`config.mk`:
```
export PLATFORM = sky130hd
export DESIGN_NAME = ocr_text_fullwidth_normalizer_unit
export DESIGN_NICKNAME = d
export VERILOG_FILES = /design/src/rtl/core/ocrfw_pkg.sv /design/src/rtl/core/ocrfw_front.sv /design/src/rtl/core/ocrfw_queue.sv /design/src/rtl/core/ocrfw_back.sv /design/src/rtl/core/ocr_text_fullwidth_normalizer_unit.sv
export SDC_FILE = /design/constraint.sdc
export NUM_CORES = 1
export LEC_CHECK = 0
export BUFFER_PORTS_ARGS = -buffer_cell sky130_fd_sc_hd__buf_2
export CORE_MARGIN = 3
export CORE_UTILIZATION = 35
export DETAILED_ROUTE_END_ITERATION = 12
export PLACE_DENSITY_LB_ADDON = 0.08
export REMOVE_ABC_BUFFERS = 1
export SYNTH_ARGS = -nofsm -noshare
export SYNTH_HDL_FRONTEND = slang
export SYNTH_SLANG_ARGS = --single-unit
```
`constraint.sdc`:
```
create_clock -name clk -period 5.1 [get_ports clk]
set_input_delay 0.51 -clock clk [delete_from_list [all_inputs] [get_ports clk]]
set_output_delay 0.51 -clock clk [all_outputs]
set_load 0.05 [all_outputs]
```
`src/rtl/core/ocrfw_pkg.sv`:
```
`timescale 1ns / 1ps
// Package for the full-width text normalizer: code point constants,
// the command passed from the classifier to the emitter, and helper functions.
// No dependencies.
package ocrfw_pkg;

    localparam int CpW = 21;
    localparam int QDepth = 4;
    localparam int QPtrW = $clog2(QDepth);
    localparam int QCntW = $clog2(QDepth + 1);

    localparam logic [CpW-1:0] CP_PERIOD    = 21'h00002E;
    localparam logic [CpW-1:0] CP_MIDDOT    = 21'h0030FB;
    localparam logic [CpW-1:0] CP_FW_PERIOD = 21'h00FF0E;
    localparam logic [CpW-1:0] CP_ELLIPSIS  = 21'h002026;
    localparam logic [CpW-1:0] CP_QUOTE     = 21'h000022;
    localparam logic [CpW-1:0] CP_APOS      = 21'h000027;
    localparam logic [CpW-1:0] CP_BACKTICK  = 21'h000060;
    localparam logic [CpW-1:0] CP_ASCII_LO  = 21'h000021;
    localparam logic [CpW-1:0] CP_ASCII_HI  = 21'h00007E;
    localparam logic [CpW-1:0] FW_OFFSET    = 21'h00FEE0;

    typedef struct packed {
        logic           lead;
        logic           lead_is_period;
        logic [1:0]     body_cnt;
        logic           body_single;
        logic [CpW-1:0] body_cp;
    } cmd_t;

    function automatic logic is_space(input logic [CpW-1:0] c);
        logic r;
        r = ((c >= 21'h9) && (c <= 21'hD)) || (c == 21'h20) || (c == 21'h1680)
            || ((c >= 21'h2000) && (c <= 21'h2006))
            || ((c >= 21'h2008) && (c <= 21'h200A))
            || (c == 21'h2028) || (c == 21'h2029) || (c == 21'h205F)
            || (c == 21'h3000);
        return r;
    endfunction

    function automatic logic [CpW-1:0] widen(input logic [CpW-1:0] c);
        logic [CpW-1:0] r;
        if ((c < CP_ASCII_LO) || (c > CP_ASCII_HI) || (c == CP_QUOTE) || (c == CP_APOS))
        begin
            r = c;
        end
        else if (c == CP_BACKTICK)
        begin
            r = CP_APOS;
        end
        else
        begin
            r = c + FW_OFFSET;
        end
        return r;
    endfunction

endpackage

```
`src/rtl/core/ocrfw_front.sv`:
```
`timescale 1ns / 1ps
// Front stage: accepts code points, tracks the dot run and turns each item
// into a command for the emitter. Depends on ocrfw_pkg.
module ocrfw_front (
    input  logic                     clk,
    input  logic                     rst_n,
    input  logic                     accept,
    input  logic [ocrfw_pkg::CpW-1:0] code_point,
    input  logic                     final_req,
    output logic                     cmd_valid,
    output ocrfw_pkg::cmd_t          cmd,
    output logic                     dot_idle
);
    import ocrfw_pkg::*;

    typedef enum logic [1:0] {DOT_NONE, DOT_LONE, DOT_RUN} dot_state_t;

    dot_state_t dot_state_reg, dot_state_next;
    logic       pend_period_reg, pend_period_next;
    logic       is_dot;

    always_comb
    begin
        is_dot           = (code_point == CP_PERIOD) || (code_point == CP_MIDDOT);
        cmd              = '0;
        dot_state_next   = dot_state_reg;
        pend_period_next = pend_period_reg;
        if (is_dot)
        begin
            unique case (dot_state_reg)
                DOT_LONE:
                begin
                    cmd.body_cnt     = 2'd2;
                    dot_state_next   = DOT_RUN;
                    pend_period_next = 1'b0;
                end
                DOT_RUN:
                begin
                    cmd.body_cnt = 2'd1;
                end
                default:
                begin
                    if (final_req)
                    begin
                        cmd.body_cnt    = 2'd1;
                        cmd.body_single = 1'b1;
                        cmd.body_cp     = (code_point == CP_PERIOD) ? CP_FW_PERIOD : CP_MIDDOT;
                    end
                    dot_state_next   = DOT_LONE;
                    pend_period_next = (code_point == CP_PERIOD);
                end
            endcase
        end
        else
        begin
            cmd.lead           = (dot_state_reg == DOT_LONE);
            cmd.lead_is_period = pend_period_reg;
            dot_state_next     = DOT_NONE;
            pend_period_next   = 1'b0;
            if (is_space(code_point))
            begin
                cmd.body_cnt = 2'd0;
            end
            else if (code_point == CP_ELLIPSIS)
            begin
                cmd.body_cnt = 2'd3;
            end
            else
            begin
                cmd.body_cnt    = 2'd1;
                cmd.body_single = 1'b1;
                cmd.body_cp     = widen(code_point);
            end
        end
        if (final_req)
        begin
            dot_state_next   = DOT_NONE;
            pend_period_next = 1'b0;
        end
        cmd_valid = accept && (cmd.lead || (cmd.body_cnt != 2'd0));
    end

    always_ff @(posedge clk or negedge rst_n)
    begin
        if (!rst_n)
        begin
            dot_state_reg   <= DOT_NONE;
            pend_period_reg <= 1'b0;
        end
        else if (accept)
        begin
            dot_state_reg   <= dot_state_next;
            pend_period_reg <= pend_period_next;
        end
    end

    assign dot_idle = (dot_state_reg == DOT_NONE);

endmodule

```
`src/rtl/core/ocrfw_queue.sv`:
```
`timescale 1ns / 1ps
// Short command queue between the front stage and the emitter.
// Depends on ocrfw_pkg.
module ocrfw_queue (
    input  logic            clk,
    input  logic            rst_n,
    input  logic            wr_en,
    input  ocrfw_pkg::cmd_t wr_cmd,
    input  logic            rd_en,
    output ocrfw_pkg::cmd_t rd_cmd,
    output logic            q_full,
    output logic            q_empty
);
    import ocrfw_pkg::*;

    cmd_t             mem_reg [QDepth];
    logic [QPtrW-1:0] wr_ptr_reg;
    logic [QPtrW-1:0] rd_ptr_reg;
    logic [QCntW-1:0] count_reg;

    always_ff @(posedge clk)
    begin
        if (wr_en)
        begin
            mem_reg[wr_ptr_reg] <= wr_cmd;
        end
    end

    always_ff @(posedge clk or negedge rst_n)
    begin
        if (!rst_n)
        begin
            wr_ptr_reg <= '0;
            rd_ptr_reg <= '0;
            count_reg  <= '0;
        end
        else
        begin
            if (wr_en)
            begin
                wr_ptr_reg <= wr_ptr_reg + 1'b1;
            end
            if (rd_en)
            begin
                rd_ptr_reg <= rd_ptr_reg + 1'b1;
            end
            if (wr_en && !rd_en)
            begin
                count_reg <= count_reg + 1'b1;
            end
            else if (rd_en && !wr_en)
            begin
                count_reg <= count_reg - 1'b1;
            end
        end
    end

    assign rd_cmd  = mem_reg[rd_ptr_reg];
    assign q_full  = (count_reg == QCntW'(QDepth));
    assign q_empty = (count_reg == '0);

endmodule

```
`src/rtl/core/ocrfw_back.sv`:
```
`timescale 1ns / 1ps
// Back stage: expands each queued command into result beats and holds
// the current beat in an output register. Depends on ocrfw_pkg.
module ocrfw_back (
    input  logic                      clk,
    input  logic                      rst_n,
    input  ocrfw_pkg::cmd_t           head,
    input  logic                      q_empty,
    output logic                      q_pop,
    input  logic                      pop,
    output logic                      empty,
    output logic [ocrfw_pkg::CpW-1:0] out_code_point,
    output logic                      last_of_item
);
    import ocrfw_pkg::*;

    logic           out_valid_reg;
    logic [CpW-1:0] out_cp_reg;
    logic           out_last_reg;
    logic [1:0]     idx_reg;
    logic [2:0]     total;
    logic [CpW-1:0] beat_cp;
    logic           beat_last;
    logic           load;

    always_comb
    begin
        total = {2'b00, head.lead} + {1'b0, head.body_cnt};
        if (head.lead && (idx_reg == 2'd0))
        begin
            beat_cp = head.lead_is_period ? CP_FW_PERIOD : CP_MIDDOT;
        end
        else
        begin
            beat_cp = head.body_single ? head.body_cp : CP_PERIOD;
        end
        beat_last = ({1'b0, idx_reg} == (total - 3'd1));
        load      = !q_empty && (!out_valid_reg || pop);
        q_pop     = load && beat_last;
    end

    always_ff @(posedge clk or negedge rst_n)
    begin
        if (!rst_n)
        begin
            out_valid_reg <= 1'b0;
            idx_reg       <= '0;
        end
        else if (load)
        begin
            out_valid_reg <= 1'b1;
            idx_reg       <= beat_last ? 2'd0 : idx_reg + 2'd1;
        end
        else if (pop)
        begin
            out_valid_reg <= 1'b0;
        end
    end

    always_ff @(posedge clk)
    begin
        if (load)
        begin
            out_cp_reg   <= beat_cp;
            out_last_reg <= beat_last;
        end
    end

    assign empty          = !out_valid_reg;
    assign out_code_point = out_cp_reg;
    assign last_of_item   = out_last_reg;

endmodule

```
`src/rtl/core/ocr_text_fullwidth_normalizer_unit.sv`:
```
`timescale 1ns / 1ps
// Top level of the full-width text normalizer: front stage, command queue
// and emitter. Depends on ocrfw_pkg, ocrfw_front, ocrfw_queue and ocrfw_back.
//
//   channel   handshake      beat
//   input     push / full    code_point, final_req
//   result    pop / empty    out_code_point, last_of_item
//
// Items that give one result each stream at one per cycle while pop keeps the
// output register draining. An item that gives several results holds the emitter until all its beats are out;
// the four-entry command queue absorbs that, and full rises when it fills.
// A result passes through the command queue and then the output register before it appears on the ports.
// Reset clears the dot state, the queue and the output valid flag at once.
module ocr_text_fullwidth_normalizer_unit (
    input  logic                      clk,
    input  logic                      rst_n,
    input  logic                      push,
    output logic                      full,
    input  logic [ocrfw_pkg::CpW-1:0] code_point,
    input  logic                      final_req,
    output logic                      empty,
    input  logic                      pop,
    output logic [ocrfw_pkg::CpW-1:0] out_code_point,
    output logic                      last_of_item
);
    import ocrfw_pkg::*;

    logic accept;
    logic cmd_valid;
    cmd_t cmd;
    cmd_t head;
    logic q_full;
    logic q_empty;
    logic q_pop;
    logic dot_idle;

    assign full   = q_full;
    assign accept = push && !q_full;

    ocrfw_front u_front (
        .clk        (clk),
        .rst_n      (rst_n),
        .accept     (accept),
        .code_point (code_point),
        .final_req  (final_req),
        .cmd_valid  (cmd_valid),
        .cmd        (cmd),
        .dot_idle   (dot_idle)
    );

    ocrfw_queue u_queue (
        .clk     (clk),
        .rst_n   (rst_n),
        .wr_en   (cmd_valid),
        .wr_cmd  (cmd),
        .rd_en   (q_pop),
        .rd_cmd  (head),
        .q_full  (q_full),
        .q_empty (q_empty)
    );

    ocrfw_back u_back (
        .clk            (clk),
        .rst_n          (rst_n),
        .head           (head),
        .q_empty        (q_empty),
        .q_pop          (q_pop),
        .pop            (pop),
        .empty          (empty),
        .out_code_point (out_code_point),
        .last_of_item   (last_of_item)
    );

    a_final_clears_dot: assert property (@(posedge clk) disable iff (!rst_n)
        (accept && final_req) |=> dot_idle)
        else $error("Dot state not cleared after a final code point.");

    a_no_pop_when_empty: assert property (@(posedge clk) disable iff (!rst_n)
        q_pop |-> !q_empty)
        else $error("Command queue read while empty.");

    a_no_write_when_full: assert property (@(posedge clk) disable iff (!rst_n)
        cmd_valid |-> !q_full)
        else $error("Command queue written while full.");

endmodule

```
==> results.sh, run 1 <==
export IMPL_status="finished clean"
export IMPL_grt_ovfl_total=0
export IMPL_final_common_cell="edfxtp_1"
export IMPL_dieWidth_um=142
export IMPL_crit_path_end_kind="flip-flop"
export IMPL_crit_chain="buf_4 > mux4_2 > inv_1 > ha_1 > xnor2_1 > nor3_1 > nand2_1 > ha_1 > inv_1 > fa_1 > mux2_2"
export IMPL_grt_pass1_wl_mm=23.3
export IMPL_hp_class="in -> reg"
export IMPL_ios=50
export IMPL_initial_core_util_pct=35.9
export IMPL_ys_types=66
export IMPL_vias_per_cell=5.25
export IMPL_wire_per_inst_um=19.4
export IMPL_post_cts_resized=0
export IMPL_clk_latency_ps=410
export IMPL_place_hpwl_mm=9.95
export IMPL_drc_errors=0
export IMPL_path_clk_slew_ps=60
export IMPL_largest_reg_flops=104
export IMPL_postCtsSetupBuffers=0
export IMPL_critPathSlowestCell="mux4_2"
export IMPL_syn_avg_cell_area_um2=14.0
export IMPL_fin_crit_ps=3710
export IMPL_antenna_cells=0
export IMPL_clock_path_buffers=2
export IMPL_cts_sinks=139
export IMPL_ant_nets=0
export IMPL_chipHeight_um=142
export IMPL_finalHoldViolCount=0
export IMPL_cts_root_buffer="clkbuf_16"
export IMPL_via_count=3980
export IMPL_coreArea_um2=18100
export IMPL_drive_above_1_share_pct=25.7
export IMPL_power_density_nw_per_um2=579
export IMPL_p_leak_nw=2.71
export IMPL_yosysWarnings=0
export IMPL_slew_viol_final=0
export IMPL_drt_iter0_markers=312
export IMPL_fin_setup_tns_ps=0
export IMPL_track_usage_pct=15.4
export IMPL_ctsHoldBuffers=1
export IMPL_cp_num_buf_inv=3
export IMPL_synth_edff_count=126
export IMPL_synth_ff_type="edfxtp_1"
export IMPL_critPathArrivalTime_ps=4010
export IMPL_worstMarginPinSlew_ps=875
export IMPL_gp_routability_congestion=0.894
export IMPL_nets=557
export IMPL_dr_pass1_iters=6
export IMPL_async_flop_share_pct=9.35
export IMPL_setup_viol=0
export IMPL_final_cell_mix="edfxtp_1 (126), buf_2 (49), nand2_1 (39), mux4_2 (26)"
export IMPL_nFillCells=1641
export IMPL_fin_cells=758
export IMPL_post_route_period_util_pct=72.7
export IMPL_yosysSeqAreaShare_pct=63.3
export IMPL_final_util_pct=41.7
export IMPL_cts_tree="yes"
export IMPL_fmax_mhz=270
export IMPL_syn_area_um2=6490
export IMPL_die_area_um2=20200
export IMPL_worst_setup_path_start_kind="flip-flop"
export IMPL_crit_type="reg -> reg"
export IMPL_max_stage_delay_ps=560
export IMPL_finClkSkew_ps=13.9
export IMPL_grt_pass1_vias=3991
export IMPL_io_buffers=49
export IMPL_grt_max_degree=29
export IMPL_grt_antenna_before_repair=0
export IMPL_syn_to_final_growth_pct=16.3
export IMPL_numCtsBuffers=17
export IMPL_wl_mm=14.7
export IMPL_synth_cells=463
export IMPL_cap_violations=0
export IMPL_cts_max_level=4
export IMPL_dpl_cell_count=725
export IMPL_crit_required_ps=5400
export IMPL_critical_path_top_delay_family="adder cells"
export IMPL_maxSlewHeadroom_pct=41.2
export IMPL_cp_max_fo=22
export IMPL_rsz0062_at_grt="no"
export IMPL_rows=49
export IMPL_p_total_mw=4.37
export IMPL_holdWs_ps=290
export IMPL_ys_ff_latch=139
export IMPL_vdd_drop_max_mv=0.198
-- cell families (layout without fill, tap and decap cells) --
group | after synthesis | count (layout) | synth area share [%]
muxes | 30 | 30 | 9.66
DFF | 139 | 139 | 63.3
AOI/OAI and AO/OA | 62 | 62 | 6.27
xor gates and xnor gates | 8 | 8 | 1.08
buffers and inverters | 48 | 114 | 3.16
and+or+nand+nor | 161 | 161 | 13.5
adders and majority gates | 15 | 15 | 3.01
-- cells in the mapped netlist, drive strengths merged, types with 2 or more instances --
cell     instances  area share [%]
o31ai            3            0.56
clkbuf          16             1.1
nor2            29             1.7
o21a             3            0.35
buf              6            0.48
xnor2            6            0.81
nor2b            3            0.29
a2111oi          2            0.27
nand4            5            0.48
nand3b           2            0.23
or4b             2            0.31
xor2             2            0.27
nor4b            2            0.50
o21ai           28             2.2
o22ai            2            0.19
or2b             2            0.25
nor4             8             1.1
edfxtp         126              58
and3             5            0.48
mux4            26             9.0
or3              4            0.40
mux2i            3            0.46
nand2           39             2.3
nand2b           6            0.58
nor3            13             1.1
dfrtp           13             5.0
a21oi           11            0.85
nand4b           3            0.40
or2              5            0.48
inv             25             1.4
or4              3            0.40
nand3           26             2.1
ha              14             2.7
-- routing by layer --
metal / routed length, um / global-route usage [%] / share of wire, % / vias to the layer above
li1: - / - / - / 1874
met1: 6830 / 21.3 / 46 / 1965
met2: 6890 / 24.0 / 47 / 124
met3: 726 / 3.76 / 4.9 / 17
met4: 264 / 4.80 / 1.8 / 0
met5: 0 / 0 / 0 / -
-- worst paths after layout --
path	slack, ps	startpoint	cells past startpoint	endpoint
setup / recovery	1390	u_queue.rd_ptr_reg[0]$_DFFE_PN0P_	11	u_queue.count_reg[1]$_DFFE_PN0P_
hold / removal	290	pop	2	u_back.out_valid_reg$_DFFE_PN0P_
setup reg to reg	1390	u_queue.rd_ptr_reg[0]$_DFFE_PN0P_	11	u_queue.count_reg[1]$_DFFE_PN0P_
hold reg to reg	480	u_front.pend_period_reg$_DFFE_PN0P_	2	u_front.pend_period_reg$_DFFE_PN0P_
max in group asynchronous	4280	rst_n	2	u_queue.rd_ptr_reg[0]$_DFFE_PN0P_
min in group asynchronous	540	rst_n	2	u_queue.count_reg[2]$_DFFE_PN0P_
-- cell type report --
| type | instances | area, um^2 | area share (%) |
|---|---|---|---|
| Inverter | 25 | 93.8 | 1.24 |
| Timing Repair Buffer | 57 | 308 | 4.08 |
| Clock buffer | 19 | 433 | 5.74 |
| Tap cell | 229 | 287 | 3.80 |
| Sequential cell | 139 | 4110 | 54.5 |
| Multi-Input combinational cell | 276 | 2190 | 29.0 |
| Clock inverter | 13 | 128 | 1.69 |
-- report_power, final --
part / internal (mW) / switching [mW]
Sequential: 1.62 / 0.0990
Combinational: 0.529 / 0.970
Clock: 0.713 / 0.442
Total: 2.86 / 1.51
-- through the flow --
stage               instance area [um^2]  worst slack (ps)
global placement                    6980              1200
global route                        7550              1090
finish                              7550              1390
CTS                                 7550              1330
detailed placement                  6980              1200
floorplan                           6380              1080
Note: power is estimated with default switching activity, not from simulation.
==> run 2: changes to the inputs <==
--- a/config.mk
+++ b/config.mk
@@ -5,6 +5,7 @@
 export SDC_FILE = /design/constraint.sdc
 export NUM_CORES = 1
 export LEC_CHECK = 0
+export ABC_AREA = 1
 export BUFFER_PORTS_ARGS = -buffer_cell sky130_fd_sc_hd__buf_2
 export CORE_MARGIN = 3
 export CORE_UTILIZATION = 35
==> constraint.sdc (replaced) <==
create_clock -name clk -period 2.95 [get_ports clk]
set_input_delay 0.295 -clock clk [delete_from_list [all_inputs] [get_ports clk]]
set_output_delay 0.295 -clock clk [all_outputs]
set_load 0.05 [all_outputs]
==> results.sh, run 2 <==
export IMPL_status="finished clean"
export IMPL_drt_iter0_markers=274
export IMPL_critPathArrivalTime_ps=3090
export IMPL_fin_area_um2=7980
export IMPL_gp_routability_congestion=0.876
export IMPL_synth_edff_count=126
export IMPL_p_leak_nw=3.18
export IMPL_numCtsBuffers=17
export IMPL_seqPwrFrac_pct=36.7
export IMPL_grt_antenna_before_repair=0
export IMPL_whs_endpoint="u_back.out_valid_reg$_DFFE_PN0P_"
export IMPL_die_area_um2=20800
export IMPL_crit_chain="clkinv_4 > nand2_1 > a32o_1 > ha_1 > ha_1 > o211a_1 > nand2_2 > ha_1 > inv_1 > fa_1 > a21oi_1 > o21ai_0 > xor2_1"
export IMPL_synth_ff_type="edfxtp_1"
export IMPL_via_count=4786
export IMPL_hp_class="in -> reg"
export IMPL_finClkSkew_ps=8.77
export IMPL_nets=764
export IMPL_critPathSlowestCell="dfrtp_2"
export IMPL_p_sw_share_pct=37.6
export IMPL_nFillCells=1773
export IMPL_drive_above_1_share_pct=20.1
export IMPL_max_stage_delay_ps=450
export IMPL_rrSetupSlack_ps=140
export IMPL_initial_core_util_pct=36.4
export IMPL_yosysWarnings=0
export IMPL_cap_violations=0
export IMPL_grt_max_degree=43
export IMPL_rows=49
export IMPL_cts_tree="yes"
export IMPL_yosysSeqAreaShare_pct=61.4
export IMPL_cp_num_buf_inv=2
export IMPL_register_area_um2=4110
export IMPL_crit_path_end_kind="flip-flop"
export IMPL_dieWidth_um=144
export IMPL_final_cell_mix="nand2_1 (141), edfxtp_1 (126), nor2_1 (76), inv_1 (51), buf_2 (49)"
export IMPL_min_path_cells=2
export IMPL_path_common_cell="ha_1"
export IMPL_grt_util_met3_pct=3.14
export IMPL_ys_ff_latch=139
export IMPL_yosysTopAreaCell="edfxtp_1"
export IMPL_synth_cells=654
export IMPL_vias_per_cell=4.96
export IMPL_cp_max_fo=9
export IMPL_ant_nets=0
export IMPL_grt_pass1_wl_mm=26.3
export IMPL_fin_setup_tns_ps=0
export IMPL_coreArea_um2=18400
export IMPL_slew_viol_final=0
export IMPL_finalHoldViolCount=0
export IMPL_cts_sinks=139
export IMPL_grt_ovfl_total=0
export IMPL_cts_max_level=4
export IMPL_ys_top_cells_by_area="edfxtp_1 (57%), nand2_1 (8.0%), dfrtp_1 (4.9%)"
export IMPL_holdWs_ps=85.2
export IMPL_r2r_cells=13
export IMPL_switchingPower_mw=3.02
export IMPL_dp_slack_ps=34.1
export IMPL_wl_mm=16.6
export IMPL_top_usage_layer="met2"
export IMPL_largest_reg_flops=104
export IMPL_post_route_period_util_pct=95.2
export IMPL_yosysMostFrequentCell="nand2_1"
export IMPL_ios=50
export IMPL_power_frac_clock_pct=26.0
export IMPL_place_hpwl_mm=11.4
export IMPL_power_density_nw_per_um2=1010
export IMPL_setup_viol=0
export IMPL_cts_root_buffer="clkbuf_16"
export IMPL_async_flop_share_pct=9.35
export IMPL_syn_area_um2=6700
export IMPL_ys_top_cells_by_count="nand2_1 (142), edfxtp_1 (126), nor2_1 (80), inv_1 (52), o21ai_0 (46)"
export IMPL_fin_crit_ps=2810
export IMPL_vdd_drop_max_mv=0.471
export IMPL_fin_cells=965
export IMPL_worst_slack_ps=141
export IMPL_clock_path_buffers=2
export IMPL_syn_avg_cell_area_um2=10.2
export IMPL_grtUsageMet1_pct=23.9
export IMPL_placed_area_um2=7360
export IMPL_syn_to_final_growth_pct=19.1
export IMPL_ys_types=40
export IMPL_drc_errors=0
export IMPL_dpl_cell_count=930
export IMPL_p_total_mw=8.05
export IMPL_io_buffers=49
export IMPL_rr_endpoint="u_queue.count_reg[2]$_DFFE_PN0P_"
export IMPL_worst_setup_path_start_kind="flip-flop"
export IMPL_clk_latency_ps=410
export IMPL_dr_pass1_iters=4
export IMPL_multi_input_area_um2=2250
export IMPL_fmax_mhz=356
export IMPL_critical_path_top_delay_family="adder cells"
export IMPL_comb_power_share_pct=37.3
export IMPL_worstMarginPinSlew_ps=479
export IMPL_wire_per_inst_um=17.2
export IMPL_yosysTopAreaCellShare_pct=56.5
export IMPL_grt_pass1_vias=4696
export IMPL_crit_type="reg -> reg"
export IMPL_chipHeight_um=144
export IMPL_p_int_mw=5.02
export IMPL_hp_start="pop"
export IMPL_path_clk_slew_ps=60
export IMPL_maxSlewHeadroom_pct=68.0
export IMPL_worstReg2RegStart="u_queue.rd_ptr_reg[0]$_DFFE_PN0P_"
export IMPL_antenna_cells=0
export IMPL_crit_required_ps=3230
export IMPL_grt_use_met2_pct=25.1
export IMPL_final_util_pct=43.4
export IMPL_track_usage_pct=16.7
export IMPL_final_common_cell="nand2_1"
==> run 2: power by group through the flow <==
stage	combinational, mW	clock, mW	sequential [mW]
global placement	2.95	0	2.98
CTS	3.00	2.14	2.95
global route	3.36	2.23	3.00
detailed placement	2.98	0	2.98
floorplan	1.35	0	3.61
finish	3.00	2.09	2.95
==> run 2: cells by family after synthesis <==
kind of cell               count (synthesis)  share of synthesized area, %
adders and majority gates                 15                          2.92
buffers and inverters                     87                          5.23
AOI/OAI and AO/OA                        104                          9.36
DFF                                      139                          61.4
xor gates and xnor gates                   4                         0.523
and+or+nand+nor                          305                          20.6
==> run 2: area by class of cell <==
| type | instances | area share, % |
|---|---|---|
| Sequential cell | 139 | 51.5 |
| Clock inverter | 13 | 1.88 |
| Timing Repair Buffer | 77 | 6.42 |
| Clock buffer | 19 | 5.43 |
| Multi-Input combinational cell | 428 | 28.3 |
| Tap cell | 229 | 3.59 |
| Inverter | 60 | 2.89 |
==> run 2: worst reg2reg max path: cells and delay by family, from the launching register on <==
family,cells,cell delay (ps)
adders and majority gates,4,1000
AOI/OAI and AO/OA,4,770
DFF,1,450
buffers and inverters,2,160
xor gates and xnor gates,1,160
and+or+nand+nor,2,150
==> run 2: worst max path at each step <==
stage	start	to	cells after the start
after floorplan	u_queue.rd_ptr_reg[0]$_DFFE_PN0P_	u_queue.count_reg[2]$_DFFE_PN0P_	14
after global placement	code_point[5]	u_queue.count_reg[2]$_DFFE_PN0P_	21
after detailed placement	code_point[20]	u_queue.count_reg[2]$_DFFE_PN0P_	18
after CTS	u_queue.rd_ptr_reg[0]$_DFFE_PN0P_	u_queue.count_reg[2]$_DFFE_PN0P_	13
after global routing	u_queue.rd_ptr_reg[0]$_DFFE_PN0P_	u_queue.count_reg[2]$_DFFE_PN0P_	13
final	u_queue.rd_ptr_reg[0]$_DFFE_PN0P_	u_queue.count_reg[2]$_DFFE_PN0P_	13
==> run 2: metal layers <==
layer	vias to the layer above	wire, um
li1	2385	-
met1	2279	8190
met2	105	7500
met3	17	572
met4	0	307
met5	-	0
==> run 2: repair_timing <==
item,CTS,global route
hold endpoints to repair,13,0
resized for setup,0,6
setup buffers,0,2
hold buffers,1,0
endpoints found under the setup margin,0,2
==> run 3: changes to the inputs <==
--- a/config.mk
+++ b/config.mk
@@ -14,4 +14,5 @@
 export REMOVE_ABC_BUFFERS = 1
 export SYNTH_ARGS = -nofsm -noshare
 export SYNTH_HDL_FRONTEND = slang
+export SYNTH_HIERARCHICAL = 1
 export SYNTH_SLANG_ARGS = --single-unit
==> results.sh, run 3 <==
export IMPL_final_common_cell="nand2_1"
export IMPL_worstMarginPinSlew_ps=772
export IMPL_syn_to_final_growth_pct=16.5
export IMPL_worstReg2RegStart="u_queue/rd_ptr_reg[0]$_DFFE_PN0P_"
export IMPL_ios=50
export IMPL_fin_crit_ps=2790
export IMPL_placed_area_um2=7850
export IMPL_cp_startpoint="u_queue/rd_ptr_reg[0]$_DFFE_PN0P_"
export IMPL_synth_cells=757
export IMPL_grt_max_degree=73
export IMPL_ys_types=40
export IMPL_slew_viol_final=0
export IMPL_vdd_drop_max_mv=0.376
export IMPL_grt_antenna_before_repair=0
export IMPL_wire_per_inst_um=15.7
export IMPL_crit_required_ps=3260
export IMPL_crit_path_end_kind="flip-flop"
export IMPL_p_leak_nw=3.76
export IMPL_antenna_cells=0
export IMPL_p_sw_share_pct=39.8
export IMPL_syn_avg_cell_area_um2=9.61
export IMPL_post_route_period_util_pct=94.5
export IMPL_clk_latency_ps=420
export IMPL_via_count=5143
export IMPL_rows=52
export IMPL_track_usage_pct=16.4
export IMPL_finalHoldViolCount=0
export IMPL_cap_violations=0
export IMPL_yosysMostFrequentCell="nand2_1"
export IMPL_numCtsBuffers=17
export IMPL_seqPwrFrac_pct=36.1
export IMPL_worst_slack_ps=162
export IMPL_p_int_mw=4.98
export IMPL_grt_ovfl_total=0
export IMPL_drive_above_1_share_pct=20.5
export IMPL_grt_pass1_wl_mm=28.2
export IMPL_comb_power_share_pct=39.9
export IMPL_hp_start="final_req"
export IMPL_nFillCells=2068
export IMPL_ant_nets=0
export IMPL_dr_pass1_iters=5
export IMPL_final_cell_mix="nand2_1 (217), edfxtp_1 (126), inv_1 (122), buf_2 (49), nor2_1 (48)"
export IMPL_cts_tree="yes"
export IMPL_ys_ff_latch=139
export IMPL_synth_ff_type="edfxtp_1"
export IMPL_yosysTopAreaCellShare_pct=52.0
export IMPL_async_flop_share_pct=9.35
export IMPL_hp_class="in -> reg"
export IMPL_maxSlewHeadroom_pct=48.5
export IMPL_ys_top_cells_by_area="edfxtp_1 (52%), nand2_1 (11%), inv_1 (6.3%)"
export IMPL_gp_routability_congestion=0.889
export IMPL_chipHeight_um=150
export IMPL_cp_max_fo=8
export IMPL_initial_core_util_pct=35.8
export IMPL_coreArea_um2=20300
export IMPL_cts_sinks=139
export IMPL_largest_reg_flops=104
export IMPL_finClkSkew_ps=10.3
export IMPL_dieWidth_um=150
export IMPL_ys_top_cells_by_count="nand2_1 (218), edfxtp_1 (126), inv_1 (123), nor2_1 (51), o211ai_1 (33)"
export IMPL_status="finished clean"
export IMPL_fin_area_um2=8470
export IMPL_critPathArrivalTime_ps=3100
export IMPL_worst_setup_path_start_kind="flip-flop"
export IMPL_vias_per_cell=4.66
export IMPL_holdWs_ps=109
export IMPL_register_area_um2=4110
export IMPL_yosysTopAreaCell="edfxtp_1"
export IMPL_dp_slack_ps=50.1
export IMPL_drt_iter0_markers=238
export IMPL_nets=863
export IMPL_path_clk_slew_ps=60
export IMPL_die_area_um2=22500
export IMPL_fmax_mhz=359
export IMPL_power_density_nw_per_um2=977
export IMPL_rrSetupSlack_ps=160
export IMPL_power_frac_clock_pct=24.0
export IMPL_crit_type="reg -> reg"
export IMPL_yosysSeqAreaShare_pct=56.5
export IMPL_switchingPower_mw=3.29
export IMPL_yosysWarnings=6
export IMPL_grt_pass1_vias=5185
export IMPL_drc_errors=0
export IMPL_io_buffers=49
export IMPL_setup_viol=0
export IMPL_syn_area_um2=7270
export IMPL_wl_mm=17.4
export IMPL_clock_path_buffers=2
export IMPL_synth_edff_count=126
export IMPL_multi_input_area_um2=2490
export IMPL_cts_root_buffer="clkbuf_16"
export IMPL_cts_max_level=4
export IMPL_place_hpwl_mm=12.1
## run 3: cell count changes in the layout (fill, tap and decap cells not counted), moves of 6 or more
cell	delta
nand3_1	-8
o21ai_0	-40
nor2_1	-28
a32o_1	-12
nand3_2	-6
inv_1	+71
o211ai_1	+33
a21oi_1	-22
nand4_1	+15
o211ai_2	+19
nand2_1	+76
## run 3: area by class of cell
type / instances / share of cell area (%)
sequential: 139 / 48.5
clock buffer: 18 / 5.06
timing repair buffer: 75 / 5.82
clock inverter: 14 / 1.42
tap: 270 / 3.99
multi-input combinational: 457 / 29.3
inverter: 131 / 5.83
## run 3: what timing repair did
item	CTS	global route
resized for setup	0	9
hold buffers	1	0
endpoints found under the hold margin	13	0
buffers inserted	0	6
endpoints found under the setup margin	0	2
## run 3: through the flow
stage          setup TNS, ps  util [%]  std cells  power (mW)
4_1_cts                    0      41.4       1098        8.26
3_3_place_gp               0      38.7       1065        6.18
2_1_floorplan         -10570         -        727        5.30
5_1_grt                -14.4      41.7       1104        8.86
6_report                   0      41.7       1104        8.27
3_5_place_dp               0      38.7       1065        6.23
## run 3: power by group through the flow
| stage | registers, mW | clock network [mW] | logic (mW) |
|---|---|---|---|
| finish | 2.98 | 1.99 | 3.30 |
| global route | 3.04 | 2.14 | 3.68 |
| CTS | 3.00 | 2.04 | 3.21 |
| detailed placement | 3.04 | 0 | 3.19 |
| global placement | 3.03 | 0 | 3.15 |
| floorplan | 3.74 | 0 | 1.57 |
## run 3: worst max-delay path: stages (launching register included)
cell	delay (ps)
dfrtp_4	520
buf_4	170
buf_4	140
nand2_1	60
o211ai_1	80
nand2_1	80
inv_1	40
ha_1	310
nor2_2	110
nor2_2	50
nand2_2	110
nor2_4	60
inv_1	60
ha_2	180
inv_2	40
fa_1	380
nand2_1	100
nand3_1	80
nand2_1	60
nand2_1	50
## run 3: logic make-up (layout without fill, tap and decap cells)
| kind of cell | after synthesis | count (layout) | synth area share, % |
|---|---|---|---|
| simple gates | 365 | 365 | 22.3 |
| buf+inv | 161 | 238 | 9.58 |
| flops | 139 | 139 | 56.5 |
| compound gates | 72 | 72 | 8.29 |
| fa+ha+maj | 16 | 16 | 2.86 |
| xor+xnor | 4 | 4 | 0.482 |
## run 3: path summary, 6_finish.rpt
kind                                                             end  cells after the start
max in group asynchronous          u_queue/rd_ptr_reg[0]$_DFFE_PN0P_                      2
worst max register to register      u_queue/count_reg[2]$_DFFE_PN0P_                     19
min in group asynchronous           u_back/out_valid_reg$_DFFE_PN0P_                      2
worst min-delay path            u_front/dot_state_reg[1]$_DFFE_PN0P_                      2
worst max-delay path                u_queue/count_reg[2]$_DFFE_PN0P_                     19
worst min register to register      u_back/out_valid_reg$_DFFE_PN0P_                      2
## run 3: metal layers
metal  GRT usage, %  wire [um]  vias to the layer above
li1               -          -                     2606
met2           26.2       8040                       95
met5              0          0                        -
met4           4.80        229                        0
met3           3.49        545                       16
met1           22.6       8540                     2426
